--- src/rtl/curvature_color_map_macros.svh ---
// Assertion macros shared by the colour map RTL.
// Needs a clock named clk and a synchronous reset named rst in scope.
`ifndef CURVATURE_COLOR_MAP_MACROS_SVH
`define CURVATURE_COLOR_MAP_MACROS_SVH

`ifndef SYNTHESIS
`define CCM_ASSERT_IMPLIES(label, ante, cons) \
  label: assert property (@(posedge clk) disable iff (rst) (ante) |-> (cons)) \
    else $error("ccm: implication check failed");
`define CCM_ASSERT_DELAY(label, ante, n, cons) \
  label: assert property (@(posedge clk) disable iff (rst) (ante) |-> ##n (cons)) \
    else $error("ccm: latency check failed");
`else
`define CCM_ASSERT_IMPLIES(label, ante, cons)
`define CCM_ASSERT_DELAY(label, ante, n, cons)
`endif

`endif

--- src/rtl/ccm_pkg.sv ---
// Shared types and constants for the curvature colour map.
// No dependencies.
package ccm_pkg;

  localparam int A_FRAC     = 24;
  localparam int ALPHA_BITS = A_FRAC + 1;
  localparam int X_BITS     = A_FRAC + 2;

  localparam logic [ALPHA_BITS-1:0] ALPHA_ONE  = ALPHA_BITS'(1) << A_FRAC;
  localparam logic [ALPHA_BITS-1:0] ALPHA_HALF = ALPHA_BITS'(1) << (A_FRAC - 1);
  localparam logic [X_BITS-1:0]     X_TWO      = X_BITS'(1) << (A_FRAC + 1);

  localparam int REG_INDEX_BITS = 2;
  localparam logic [REG_INDEX_BITS-1:0] REG_NEGATIVE_BOUND = REG_INDEX_BITS'(0);
  localparam logic [REG_INDEX_BITS-1:0] REG_POSITIVE_BOUND = REG_INDEX_BITS'(1);

  typedef struct packed {
    logic valid;
    logic negative;
  } ctl_t;

endpackage

--- src/rtl/curvature_color_map.sv ---
// Curvature colour map: signed Q16.16 scalar to RGB on a diverging hue scale.
// Depends on ccm_pkg, ccm_ratio and curvature_color_map_macros.svh.
//
// Usage:
//   Input: an item is taken at a rising edge where start is high and busy is
//   low. busy is low except in the cycle after a reset edge, so a new sample
//   may be offered every cycle; one item per cycle is the sustained rate.
//   Configuration: write_enable, write_index, write_data write one bound per
//   edge (index 0 negative_bound, 1 positive_bound, others ignored). Bounds
//   are picked up when an item is taken; write them only while idle.
//   Result: red_level, green_level and blue_level carry the colour for
//   exactly one cycle with done high; the transfer is at the edge ending that
//   cycle. Between the accepting edge and that transfer an item passes the
//   entry, magnitude and classify registers, the 24-stage restoring divider
//   that forms the ratio (one quotient bit per stage) and its output register,
//   then the sector select and scaling registers. Results leave in input order.
//   The receiver cannot stall; every result is shown once.
//   Reset clears all stage valid bits and both bounds to zero.
`include "curvature_color_map_macros.svh"

module curvature_color_map #(
  parameter int VALUE_BITS   = 32,
  parameter int CHANNEL_BITS = 8
) (
  input  logic                               clk,
  input  logic                               rst,
  input  logic                               start,
  output logic                               busy,
  input  logic signed [VALUE_BITS-1:0]       sample_value,
  input  logic                               write_enable,
  input  logic [ccm_pkg::REG_INDEX_BITS-1:0] write_index,
  input  logic [VALUE_BITS-1:0]              write_data,
  output logic                               done,
  output logic [CHANNEL_BITS-1:0]            red_level,
  output logic [CHANNEL_BITS-1:0]            green_level,
  output logic [CHANNEL_BITS-1:0]            blue_level
);

  localparam int PROD_BITS = ccm_pkg::X_BITS + CHANNEL_BITS;
  localparam int LATENCY   = ccm_pkg::A_FRAC + 6;
  localparam logic [PROD_BITS-1:0]    ROUND_HALF = PROD_BITS'(1) << (ccm_pkg::A_FRAC - 1);
  localparam logic [CHANNEL_BITS-1:0] FULL = {CHANNEL_BITS{1'b1}};

  logic [VALUE_BITS-1:0] negative_bound;
  logic [VALUE_BITS-1:0] positive_bound;

  always_ff @(posedge clk) begin
    if (rst) begin
      negative_bound <= '0;
      positive_bound <= '0;
    end else if (write_enable) begin
      case (write_index)
        ccm_pkg::REG_NEGATIVE_BOUND: negative_bound <= write_data;
        ccm_pkg::REG_POSITIVE_BOUND: positive_bound <= write_data;
        default: ;
      endcase
    end
  end

  always_ff @(posedge clk) begin
    busy <= rst;
  end

  // entry
  ccm_pkg::ctl_t         ctl_e;
  logic [VALUE_BITS-1:0] num_e;
  logic [VALUE_BITS-1:0] den_e;

  always_ff @(posedge clk) begin
    if (rst) begin
      ctl_e.valid <= 1'b0;
    end else begin
      ctl_e.valid    <= start & ~busy;
      ctl_e.negative <= sample_value[VALUE_BITS-1];
    end
    num_e <= sample_value;
    den_e <= sample_value[VALUE_BITS-1] ? negative_bound : positive_bound;
  end

  ccm_pkg::ctl_t                 ctl_r;
  logic [ccm_pkg::ALPHA_BITS-1:0] alpha;

  ccm_ratio #(
    .VALUE_BITS(VALUE_BITS)
  ) u_ratio (
    .clk     (clk),
    .rst     (rst),
    .ctl_in  (ctl_e),
    .num     (num_e),
    .den     (den_e),
    .ctl_out (ctl_r),
    .alpha   (alpha)
  );

  // sector select: low_part means the varying channel rises with alpha
  ccm_pkg::ctl_t              ctl_x;
  logic [ccm_pkg::X_BITS-1:0] x_val;
  logic                       low_part;
  logic                       low_next;

  always_comb begin
    if (ctl_r.negative) begin
      low_next = alpha <= ccm_pkg::ALPHA_HALF;
    end else begin
      low_next = alpha < ccm_pkg::ALPHA_HALF;
    end
  end

  always_ff @(posedge clk) begin
    if (rst) begin
      ctl_x.valid <= 1'b0;
    end else begin
      ctl_x <= ctl_r;
    end
    low_part <= low_next;
    x_val    <= low_next ? {alpha, 1'b0} : (ccm_pkg::X_TWO - {alpha, 1'b0});
  end

  // scale by full scale with round half up
  logic [PROD_BITS-1:0]    prod;
  logic [CHANNEL_BITS-1:0] level;

  assign prod  = {x_val, {CHANNEL_BITS{1'b0}}} - PROD_BITS'(x_val) + ROUND_HALF;
  assign level = prod[ccm_pkg::A_FRAC +: CHANNEL_BITS];

  always_ff @(posedge clk) begin
    if (rst) begin
      done <= 1'b0;
    end else begin
      done <= ctl_x.valid;
    end
    if (ctl_x.negative) begin
      red_level   <= '0;
      green_level <= low_part ? FULL : level;
      blue_level  <= low_part ? level : FULL;
    end else begin
      red_level   <= low_part ? level : FULL;
      green_level <= low_part ? FULL : level;
      blue_level  <= '0;
    end
  end

  `CCM_ASSERT_DELAY(a_latency, start && !busy, LATENCY, done)
  `CCM_ASSERT_IMPLIES(a_one_side_dark, done, red_level == '0 || blue_level == '0)
  `CCM_ASSERT_IMPLIES(a_one_full, done,
    red_level == FULL || green_level == FULL || blue_level == FULL)

endmodule

--- src/rtl/ccm_ratio.sv ---
// Pipelined ratio num / den clamped to 0..1 (0 when signs differ, 1 for den 0), unsigned Q1.24 result.
// Restoring division, one quotient bit per stage. Uses ccm_pkg.
`include "curvature_color_map_macros.svh"

module ccm_ratio #(
  parameter int VALUE_BITS = 32
) (
  input  logic                            clk,
  input  logic                            rst,
  input  ccm_pkg::ctl_t                   ctl_in,
  input  logic [VALUE_BITS-1:0]           num,
  input  logic [VALUE_BITS-1:0]           den,
  output ccm_pkg::ctl_t                   ctl_out,
  output logic [ccm_pkg::ALPHA_BITS-1:0]  alpha
);

  localparam int NSTAGE = ccm_pkg::A_FRAC;

  // magnitude stage
  ccm_pkg::ctl_t         ctl_a;
  logic [VALUE_BITS-1:0] mag_n;
  logic [VALUE_BITS-1:0] mag_u;
  logic                  den_zero;
  logic                  sign_diff;

  always_ff @(posedge clk) begin
    if (rst) begin
      ctl_a.valid <= 1'b0;
    end else begin
      ctl_a <= ctl_in;
    end
    mag_n     <= num[VALUE_BITS-1] ? (~num + VALUE_BITS'(1)) : num;
    mag_u     <= den[VALUE_BITS-1] ? (~den + VALUE_BITS'(1)) : den;
    den_zero  <= (den == '0);
    sign_diff <= num[VALUE_BITS-1] ^ den[VALUE_BITS-1];
  end

  // division pipeline; index 0 holds the classified operands
  ccm_pkg::ctl_t                 ctl_s   [0:NSTAGE];
  logic [VALUE_BITS-1:0]         rem     [0:NSTAGE];
  logic [VALUE_BITS-1:0]         divisor [0:NSTAGE];
  logic [ccm_pkg::A_FRAC-1:0]    quo     [0:NSTAGE];
  logic                          one_s   [0:NSTAGE];
  logic                          zero_s  [0:NSTAGE];

  always_ff @(posedge clk) begin
    if (rst) begin
      ctl_s[0].valid <= 1'b0;
    end else begin
      ctl_s[0] <= ctl_a;
    end
    rem[0]     <= mag_n;
    divisor[0] <= mag_u;
    quo[0]     <= '0;
    one_s[0]   <= den_zero | ((mag_n != '0) & ~sign_diff & (mag_n >= mag_u));
    zero_s[0]  <= ~den_zero & ((mag_n == '0) | sign_diff);
  end

  for (genvar k = 1; k <= NSTAGE; k++) begin : g_div
    logic [VALUE_BITS:0] shifted;
    logic [VALUE_BITS:0] diff;
    logic                ge;

    assign shifted = {rem[k-1], 1'b0};
    assign diff    = shifted - {1'b0, divisor[k-1]};
    assign ge      = shifted >= {1'b0, divisor[k-1]};

    always_ff @(posedge clk) begin
      if (rst) begin
        ctl_s[k].valid <= 1'b0;
      end else begin
        ctl_s[k] <= ctl_s[k-1];
      end
      rem[k]     <= ge ? diff[VALUE_BITS-1:0] : shifted[VALUE_BITS-1:0];
      divisor[k] <= divisor[k-1];
      quo[k]     <= {quo[k-1][ccm_pkg::A_FRAC-2:0], ge};
      one_s[k]   <= one_s[k-1];
      zero_s[k]  <= zero_s[k-1];
    end
  end

  always_ff @(posedge clk) begin
    if (rst) begin
      ctl_out.valid <= 1'b0;
    end else begin
      ctl_out <= ctl_s[NSTAGE];
    end
    if (one_s[NSTAGE]) begin
      alpha <= ccm_pkg::ALPHA_ONE;
    end else if (zero_s[NSTAGE]) begin
      alpha <= '0;
    end else begin
      alpha <= {1'b0, quo[NSTAGE]};
    end
  end

  `CCM_ASSERT_IMPLIES(a_flags_exclusive, ctl_s[0].valid, !(one_s[0] && zero_s[0]))
  `CCM_ASSERT_IMPLIES(a_rem_below_divisor,
    ctl_s[NSTAGE].valid && !one_s[NSTAGE] && !zero_s[NSTAGE],
    rem[NSTAGE] < divisor[NSTAGE])
  `CCM_ASSERT_IMPLIES(a_alpha_range, ctl_out.valid, alpha <= ccm_pkg::ALPHA_ONE)

endmodule
--- config.mk ---
export PLATFORM = sky130hd
export DESIGN_NAME = curvature_color_map
export DESIGN_NICKNAME = d
export VERILOG_FILES = /design/src/rtl/ccm_pkg.sv /design/src/rtl/curvature_color_map.sv /design/src/rtl/ccm_ratio.sv
export VERILOG_INCLUDE_DIRS = /design/src /design/src/rtl
export SDC_FILE = /design/constraint.sdc
export NUM_CORES = 2
export LEC_CHECK = 0
export BUFFER_PORTS_ARGS = -buffer_cell sky130_fd_sc_hd__buf_2
export CAP_MARGIN = 40
export CORE_ASPECT_RATIO = 1.1
export CORE_UTILIZATION = 39
export CTS_CLUSTER_DIAMETER = 30
export CTS_CLUSTER_SIZE = 12
export DETAILED_ROUTE_END_ITERATION = 7
export PLACE_DENSITY = 0.58
export SYNTH_ARGS = -nofsm -noshare
export SYNTH_HDL_FRONTEND = slang
export SYNTH_HIERARCHICAL = 1
export SYNTH_SLANG_ARGS = --single-unit
--- constraint.sdc ---
create_clock -name clk -period 4.18 [get_ports clk]
set_clock_uncertainty 0.1 [all_clocks]
set_input_delay 0.836 -clock clk [delete_from_list [all_inputs] [get_ports clk]]
set_output_delay 0.836 -clock clk [all_outputs]
set_load 0.1 [all_outputs]
==> impl_results.html <==
<table>
<tr><th>Metric</th><th>Value</th></tr>
<tr><th colspan="2">Logic synthesis</th></tr>
<tr><td>Count of flip-flops with a built-in enable after synthesis</td><td>29</td></tr>
<tr><td>Number of distinct library cells after synthesis</td><td>97</td></tr>
<tr><td>Number of nets produced by synthesis</td><td>11400</td></tr>
<tr><td>Post-synth top flop</td><td>sky130_fd_sc_hd__dfxtp_1</td></tr>
<tr><td>Async SR Flop Fraction</td><td>0%</td></tr>
<tr><td>Synthesized flop and latch total</td><td>2215</td></tr>
<tr><td>Count of mapped cells out of synthesis</td><td>10500</td></tr>
<tr><td>Sequential fraction of the synthesis area</td><td>44.8%</td></tr>
<tr><td>Post-Synthesis Mean Instance Area</td><td>9.54 um2</td></tr>
<tr><td>Yosys warning total</td><td>6</td></tr>
<tr><td>Cell area after synthesis</td><td>99700 um2</td></tr>
<tr><th colspan="2">Cells and area</th></tr>
<tr><td>Count of filler cells inserted in the layout</td><td>23500</td></tr>
<tr><td>Synthesis-to-finish area growth</td><td>19.8%</td></tr>
<tr><td>Share of the core filled with cells in the final layout</td><td>47.0%</td></tr>
<tr><td>Share of cells above drive strength 1</td><td>12.8%</td></tr>
<tr><td>Final Net Count</td><td>11800</td></tr>
<tr><th colspan="2">Min path</th></tr>
<tr><td>Type of the worst min-delay path</td><td>input port to flip-flop</td></tr>
<tr><td>Startpoint of the most critical hold path</td><td>write_data[30]</td></tr>
<tr><td>Number of cells traversed by the worst hold path</td><td>3</td></tr>
<tr><td>Hold EP</td><td>positive_bound[30]</td></tr>
<tr><th colspan="2">Routing</th></tr>
<tr><td>DR pass1 iterations</td><td>6</td></tr>
<tr><td>DRC</td><td>0</td></tr>
<tr><td>Violation count after the first detailed-route iteration</td><td>3882</td></tr>
<tr><td>Final antenna-violating net count</td><td>0</td></tr>
<tr><td>Post-detailed-route wirelength per cell</td><td>17.7 um</td></tr>
<tr><td>Number of vias in the routed layout</td><td>74600</td></tr>
<tr><td>Total routed wirelength</td><td>257 mm</td></tr>
<tr><td>Via-to-Cell Ratio</td><td>5.13</td></tr>
<tr><th colspan="2">Timing</th></tr>
<tr><td>Peak clock frequency supported by timing</td><td>255 MHz</td></tr>
<tr><td>Worst-margin pin slew</td><td>0.950 ns</td></tr>
<tr><td>Part of the cycle the worst path needs</td><td>94.0%</td></tr>
<tr><td>Final hold viol count</td><td>0</td></tr>
<tr><td>Shortest clock period the worst path allows after layout</td><td>3.93 ns</td></tr>
<tr><td>Final-report max-slew violation count</td><td>0</td></tr>
<tr><td>Finish-stage setup viols</td><td>0</td></tr>
<tr><td>Unrepaired setup endpoints after global routing</td><td>no</td></tr>
<tr><td>Rel. slew slack</td><td>36.1%</td></tr>
<tr><td>Setup TNS</td><td>0 ns</td></tr>
<tr><th colspan="2">Worst setup path</th></tr>
<tr><td>CP arrival</td><td>4.56 ns</td></tr>
<tr><td>Cell with the most instances on the worst path</td><td>sky130_fd_sc_hd__o31ai_1</td></tr>
<tr><td>CP Max Fanout</td><td>4</td></tr>
<tr><td>Depth of the most critical reg-to-reg path</td><td>12</td></tr>
<tr><td>Startpoint class of the critical path</td><td>flip-flop</td></tr>
<tr><td>Crit Path Category</td><td>flip-flop to flip-flop</td></tr>
<tr><td>Cell Chain, Critical Path</td><td>inv_1 &gt; fa_1 &gt; nor2b_1 &gt; o31ai_1 &gt; a2111oi_1 &gt; a2111o_1 &gt; nand2_1 &gt; o311a_1 &gt; o31ai_1 &gt; a31oi_1 &gt; xnor2_1 &gt; mux2_2</td></tr>
<tr><td>Destination of the worst register-to-register timing path</td><td>u_ratio/rem[2][30]</td></tr>
<tr><td>Delay of the slowest cell on the worst path</td><td>0.74 ns</td></tr>
<tr><td>Register-to-register setup slack</td><td>0.25 ns</td></tr>
<tr><td>Worst flop-to-flop path startpoint</td><td>u_ratio/rem[1][224]</td></tr>
<tr><td>Worst Path Required</td><td>4.81 ns</td></tr>
<tr><td>Endpoint class of the critical path</td><td>flip-flop</td></tr>
<tr><td>CP max stage cell</td><td>sky130_fd_sc_hd__a2111oi_1</td></tr>
<tr><th colspan="2">Run status</th></tr>
<tr><td>Result of the run</td><td>completed</td></tr>
<tr><th colspan="2">Clock tree</th></tr>
<tr><td>Deepest clock path buffer count</td><td>4</td></tr>
<tr><td>Clock-pin slew on the worst setup and hold paths</td><td>0.06 ns</td></tr>
<tr><td>Clock sink count</td><td>2215</td></tr>
<tr><td>TritonCTS clock tree</td><td>done</td></tr>
<tr><td>Number of CTS-inserted buffers</td><td>419</td></tr>
<tr><td>Clock network latency to the later pin of the worst-skew pair</td><td>0.95 ns</td></tr>
<tr><td>Max H-tree Level</td><td>5</td></tr>
<tr><td># Post-CTS Setup Buffers</td><td>0</td></tr>
<tr><td>CTS root buf</td><td>sky130_fd_sc_hd__clkbuf_16</td></tr>
<tr><th colspan="2">Floorplan</th></tr>
<tr><td>Count of pins on the block boundary</td><td>96</td></tr>
<tr><td>Core area</td><td>254000 um2</td></tr>
<tr><td>Horizontal die dimension</td><td>484 um</td></tr>
<tr><td>Initial core utilization</td><td>39.2%</td></tr>
<tr><td>Row count</td><td>194</td></tr>
<tr><td>Die Height</td><td>532 um</td></tr>
<tr><td>Die Area</td><td>258000 um2</td></tr>
<tr><th colspan="2">Pwr</th></tr>
<tr><td>Lkg Pwr</td><td>0.0490 uW</td></tr>
<tr><td>Pwr dens</td><td>998 nW/um2</td></tr>
<tr><td>VDD IR-drop max</td><td>0.595 mV</td></tr>
<tr><th colspan="2">Placement</th></tr>
<tr><td>Final Wtd Congestion</td><td>0.921</td></tr>
<tr><td>Port bufs</td><td>95</td></tr>
<tr><td>Post-detailed-placement half-perimeter wirelength</td><td>201 mm</td></tr>
<tr><th colspan="2">Global routing</th></tr>
<tr><td>All-Layer GR Usage</td><td>19.5%</td></tr>
<tr><td>Maximum number of pins on one net before global-route repair</td><td>65</td></tr>
<tr><td>Number of global-route vias before repair</td><td>75700</td></tr>
<tr><td>Global-route wire length before repair</td><td>406 mm</td></tr>
<tr><td>Antenna violations before repair</td><td>8</td></tr>
<tr><td>Total congestion overflow</td><td>0</td></tr>
<tr><th colspan="2">Run</th></tr>
<tr><td>Maximum Capacitance Violations</td><td>0</td></tr>
</table>
-- layer usage --
metal  global-route usage (%)  wire, um  vias up
met5                        0         0        -
met4                     7.45      8990        0
met3                     2.89      9920      539
met2                     36.2    132000     1563
met1                     22.1    107000    35200
li1                         -         -    37200
-- cells in the mapped netlist (31+ instances only) --
| cell | instances | area share, % |
|---|---|---|
| sky130_fd_sc_hd__a21boi_0 | 35 | 0.26 |
| sky130_fd_sc_hd__o31ai_1 | 72 | 0.54 |
| sky130_fd_sc_hd__nor4_1 | 47 | 0.29 |
| sky130_fd_sc_hd__and2_1 | 74 | 0.46 |
| sky130_fd_sc_hd__inv_1 | 998 | 3.8 |
| sky130_fd_sc_hd__nand4_1 | 130 | 0.82 |
| sky130_fd_sc_hd__or3_1 | 39 | 0.24 |
| sky130_fd_sc_hd__nand2b_1 | 85 | 0.53 |
| sky130_fd_sc_hd__nand3_1 | 156 | 0.78 |
| sky130_fd_sc_hd__and3_1 | 95 | 0.60 |
| sky130_fd_sc_hd__and4_1 | 31 | 0.27 |
| sky130_fd_sc_hd__o21a_1 | 109 | 0.82 |
| sky130_fd_sc_hd__nor3_1 | 97 | 0.49 |
| sky130_fd_sc_hd__xor2_1 | 250 | 2.2 |
| sky130_fd_sc_hd__nor2_1 | 528 | 2.0 |
| sky130_fd_sc_hd__xnor2_1 | 460 | 4.0 |
| sky130_fd_sc_hd__mux2_2 | 395 | 4.5 |
| sky130_fd_sc_hd__buf_2 | 46 | 0.23 |
| sky130_fd_sc_hd__ha_1 | 840 | 11 |
| sky130_fd_sc_hd__dfxtp_1 | 2186 | 44 |
| sky130_fd_sc_hd__nand2_1 | 767 | 2.9 |
| sky130_fd_sc_hd__or2_2 | 36 | 0.23 |
| sky130_fd_sc_hd__nor2b_1 | 138 | 0.87 |
| sky130_fd_sc_hd__o21ai_0 | 532 | 2.7 |
| sky130_fd_sc_hd__a21o_1 | 487 | 3.7 |
| sky130_fd_sc_hd__clkbuf_1 | 195 | 0.73 |
| sky130_fd_sc_hd__o211ai_1 | 33 | 0.25 |
| sky130_fd_sc_hd__o21bai_1 | 91 | 0.69 |
| sky130_fd_sc_hd__a211oi_1 | 60 | 0.45 |
| sky130_fd_sc_hd__a31oi_1 | 78 | 0.49 |
| sky130_fd_sc_hd__a21oi_1 | 846 | 4.2 |
-- sequential cells by signal, summed over array words and instances (netlist names), 2 cells and up --
| signal | cells |
|---|---|
| red_level | 8 |
| u_ratio/one_s | 25 |
| x_val | 25 |
| u_ratio/alpha | 25 |
| positive_bound | 32 |
| u_ratio/mag_n | 32 |
| u_ratio/ctl_out | 2 |
| negative_bound | 32 |
| green_level | 8 |
| u_ratio/ctl_s | 50 |
| u_ratio/quo | 300 |
| num_e | 32 |
| u_ratio/zero_s | 25 |
| ctl_x | 2 |
| ctl_e | 2 |
| u_ratio/mag_u | 32 |
| blue_level | 8 |
| u_ratio/rem | 768 |
| den_e | 32 |
| u_ratio/ctl_a | 2 |
| u_ratio/divisor | 768 |
-- layout make-up --
| class | count | area [um2] | share of cell area (%) |
|---|---|---|---|
| Inverter | 999 | 3750 | 3.14 |
| Sequential cell | 2215 | 44600 | 37.4 |
| Timing Repair Buffer | 234 | 1880 | 1.57 |
| Tap cell | 3332 | 4170 | 3.49 |
| Antenna cell | 4 | 10.0 | 0.00838 |
| Clock inverter | 261 | 3260 | 2.73 |
| Clock buffer | 507 | 11500 | 9.61 |
| Multi-Input combinational cell | 6973 | 50300 | 42.1 |
-- worst max-delay path by stage --
stage                       startpoint             endpoint  cells after the start
5_1_grt          u_ratio/divisor[2][1]   u_ratio/rem[2][45]                     13
2_1_floorplan  u_ratio/divisor[0][129]  u_ratio/rem[0][166]                     12
4_1_cts            u_ratio/rem[1][224]   u_ratio/rem[2][30]                     12
3_3_place_gp       u_ratio/rem[1][224]   u_ratio/rem[2][30]                     12
3_5_place_dp       u_ratio/rem[1][224]   u_ratio/rem[2][30]                     12
6_report           u_ratio/rem[1][224]   u_ratio/rem[2][30]                     12
-- cells in the final DEF (no fill, tap or decap), types with 72 or more instances in the layout --
cell,Yosys,final
sky130_fd_sc_hd__buf_2,46,97
sky130_fd_sc_hd__o21ai_0,532,532
sky130_fd_sc_hd__xnor2_1,460,460
sky130_fd_sc_hd__nor2_1,528,527
sky130_fd_sc_hd__a21o_1,487,487
sky130_fd_sc_hd__o21a_1,109,109
sky130_fd_sc_hd__nand2b_1,85,85
sky130_fd_sc_hd__o31ai_1,72,72
sky130_fd_sc_hd__xor2_1,250,250
sky130_fd_sc_hd__nand2_1,767,767
sky130_fd_sc_hd__nand3_1,156,156
sky130_fd_sc_hd__a31oi_1,78,77
sky130_fd_sc_hd__nor2b_1,138,138
sky130_fd_sc_hd__clkbuf_16,0,427
sky130_fd_sc_hd__buf_4,6,80
sky130_fd_sc_hd__inv_1,998,998
sky130_fd_sc_hd__ha_1,840,840
sky130_fd_sc_hd__nand4_1,130,130
sky130_fd_sc_hd__dfxtp_1,2186,2186
sky130_fd_sc_hd__and3_1,95,95
sky130_fd_sc_hd__o21bai_1,91,91
sky130_fd_sc_hd__nor3_1,97,97
sky130_fd_sc_hd__a21oi_1,846,844
sky130_fd_sc_hd__mux2_2,395,395
sky130_fd_sc_hd__and2_1,74,74
-- worst max-delay path: cells and delay by family, from the launching register on --
kind                     cells  cell delay [ns]
AO/OA/AOI/OAI                6             2.06
XOR/XNOR                     1             0.15
adder cells (fa/ha/maj)      1             0.47
buffers and inverters        1             0.08
flip-flops                   1             0.35
multiplexers                 1             0.27
AND/OR/NAND/NOR              2             0.27
-- cells by family (layout without fill, tap and decap cells) --
group	Yosys count	after routing	synth area share (%)
mux	457	457	5.16
compound gates	2627	2627	16.7
simple gates	2316	2316	11.2
other cells	0	4	0
fa+ha+maj	863	863	11.0
flops	2215	2215	44.8
xor+xnor	710	710	6.24
buf+inv	1267	2001	4.93
-- per-stage QoR --
stage	worst slack (ns)	std cells	hold slack, ns	total power [uW]	area [um2]
final	0.251	14500	0.0698	119000	119000
after global routing	0.0357	14500	0.0363	127000	119000
after CTS	0.111	14500	0.00241	120000	119000
after detailed placement	0.227	13700	0.212	84800	104000
after global placement	0.269	13700	0.210	84300	104000
after floorplan	0.898	10500	0.210	71200	99700
-- report_power, final --
group	leakage [uW]	internal [uW]	switching (uW)
sequential	0.0184	27600	4030
combinational	0.0235	24100	29400
clock	0.00717	22600	11600
-- what timing repair did --
action / in CTS / in global routing
hold buffers: 35 / 0
endpoints found under the hold margin: 39 / 0
setup endpoints to repair: 0 / 1
resized for setup: 0 / 1
Power figures use the tool's default switching activity.
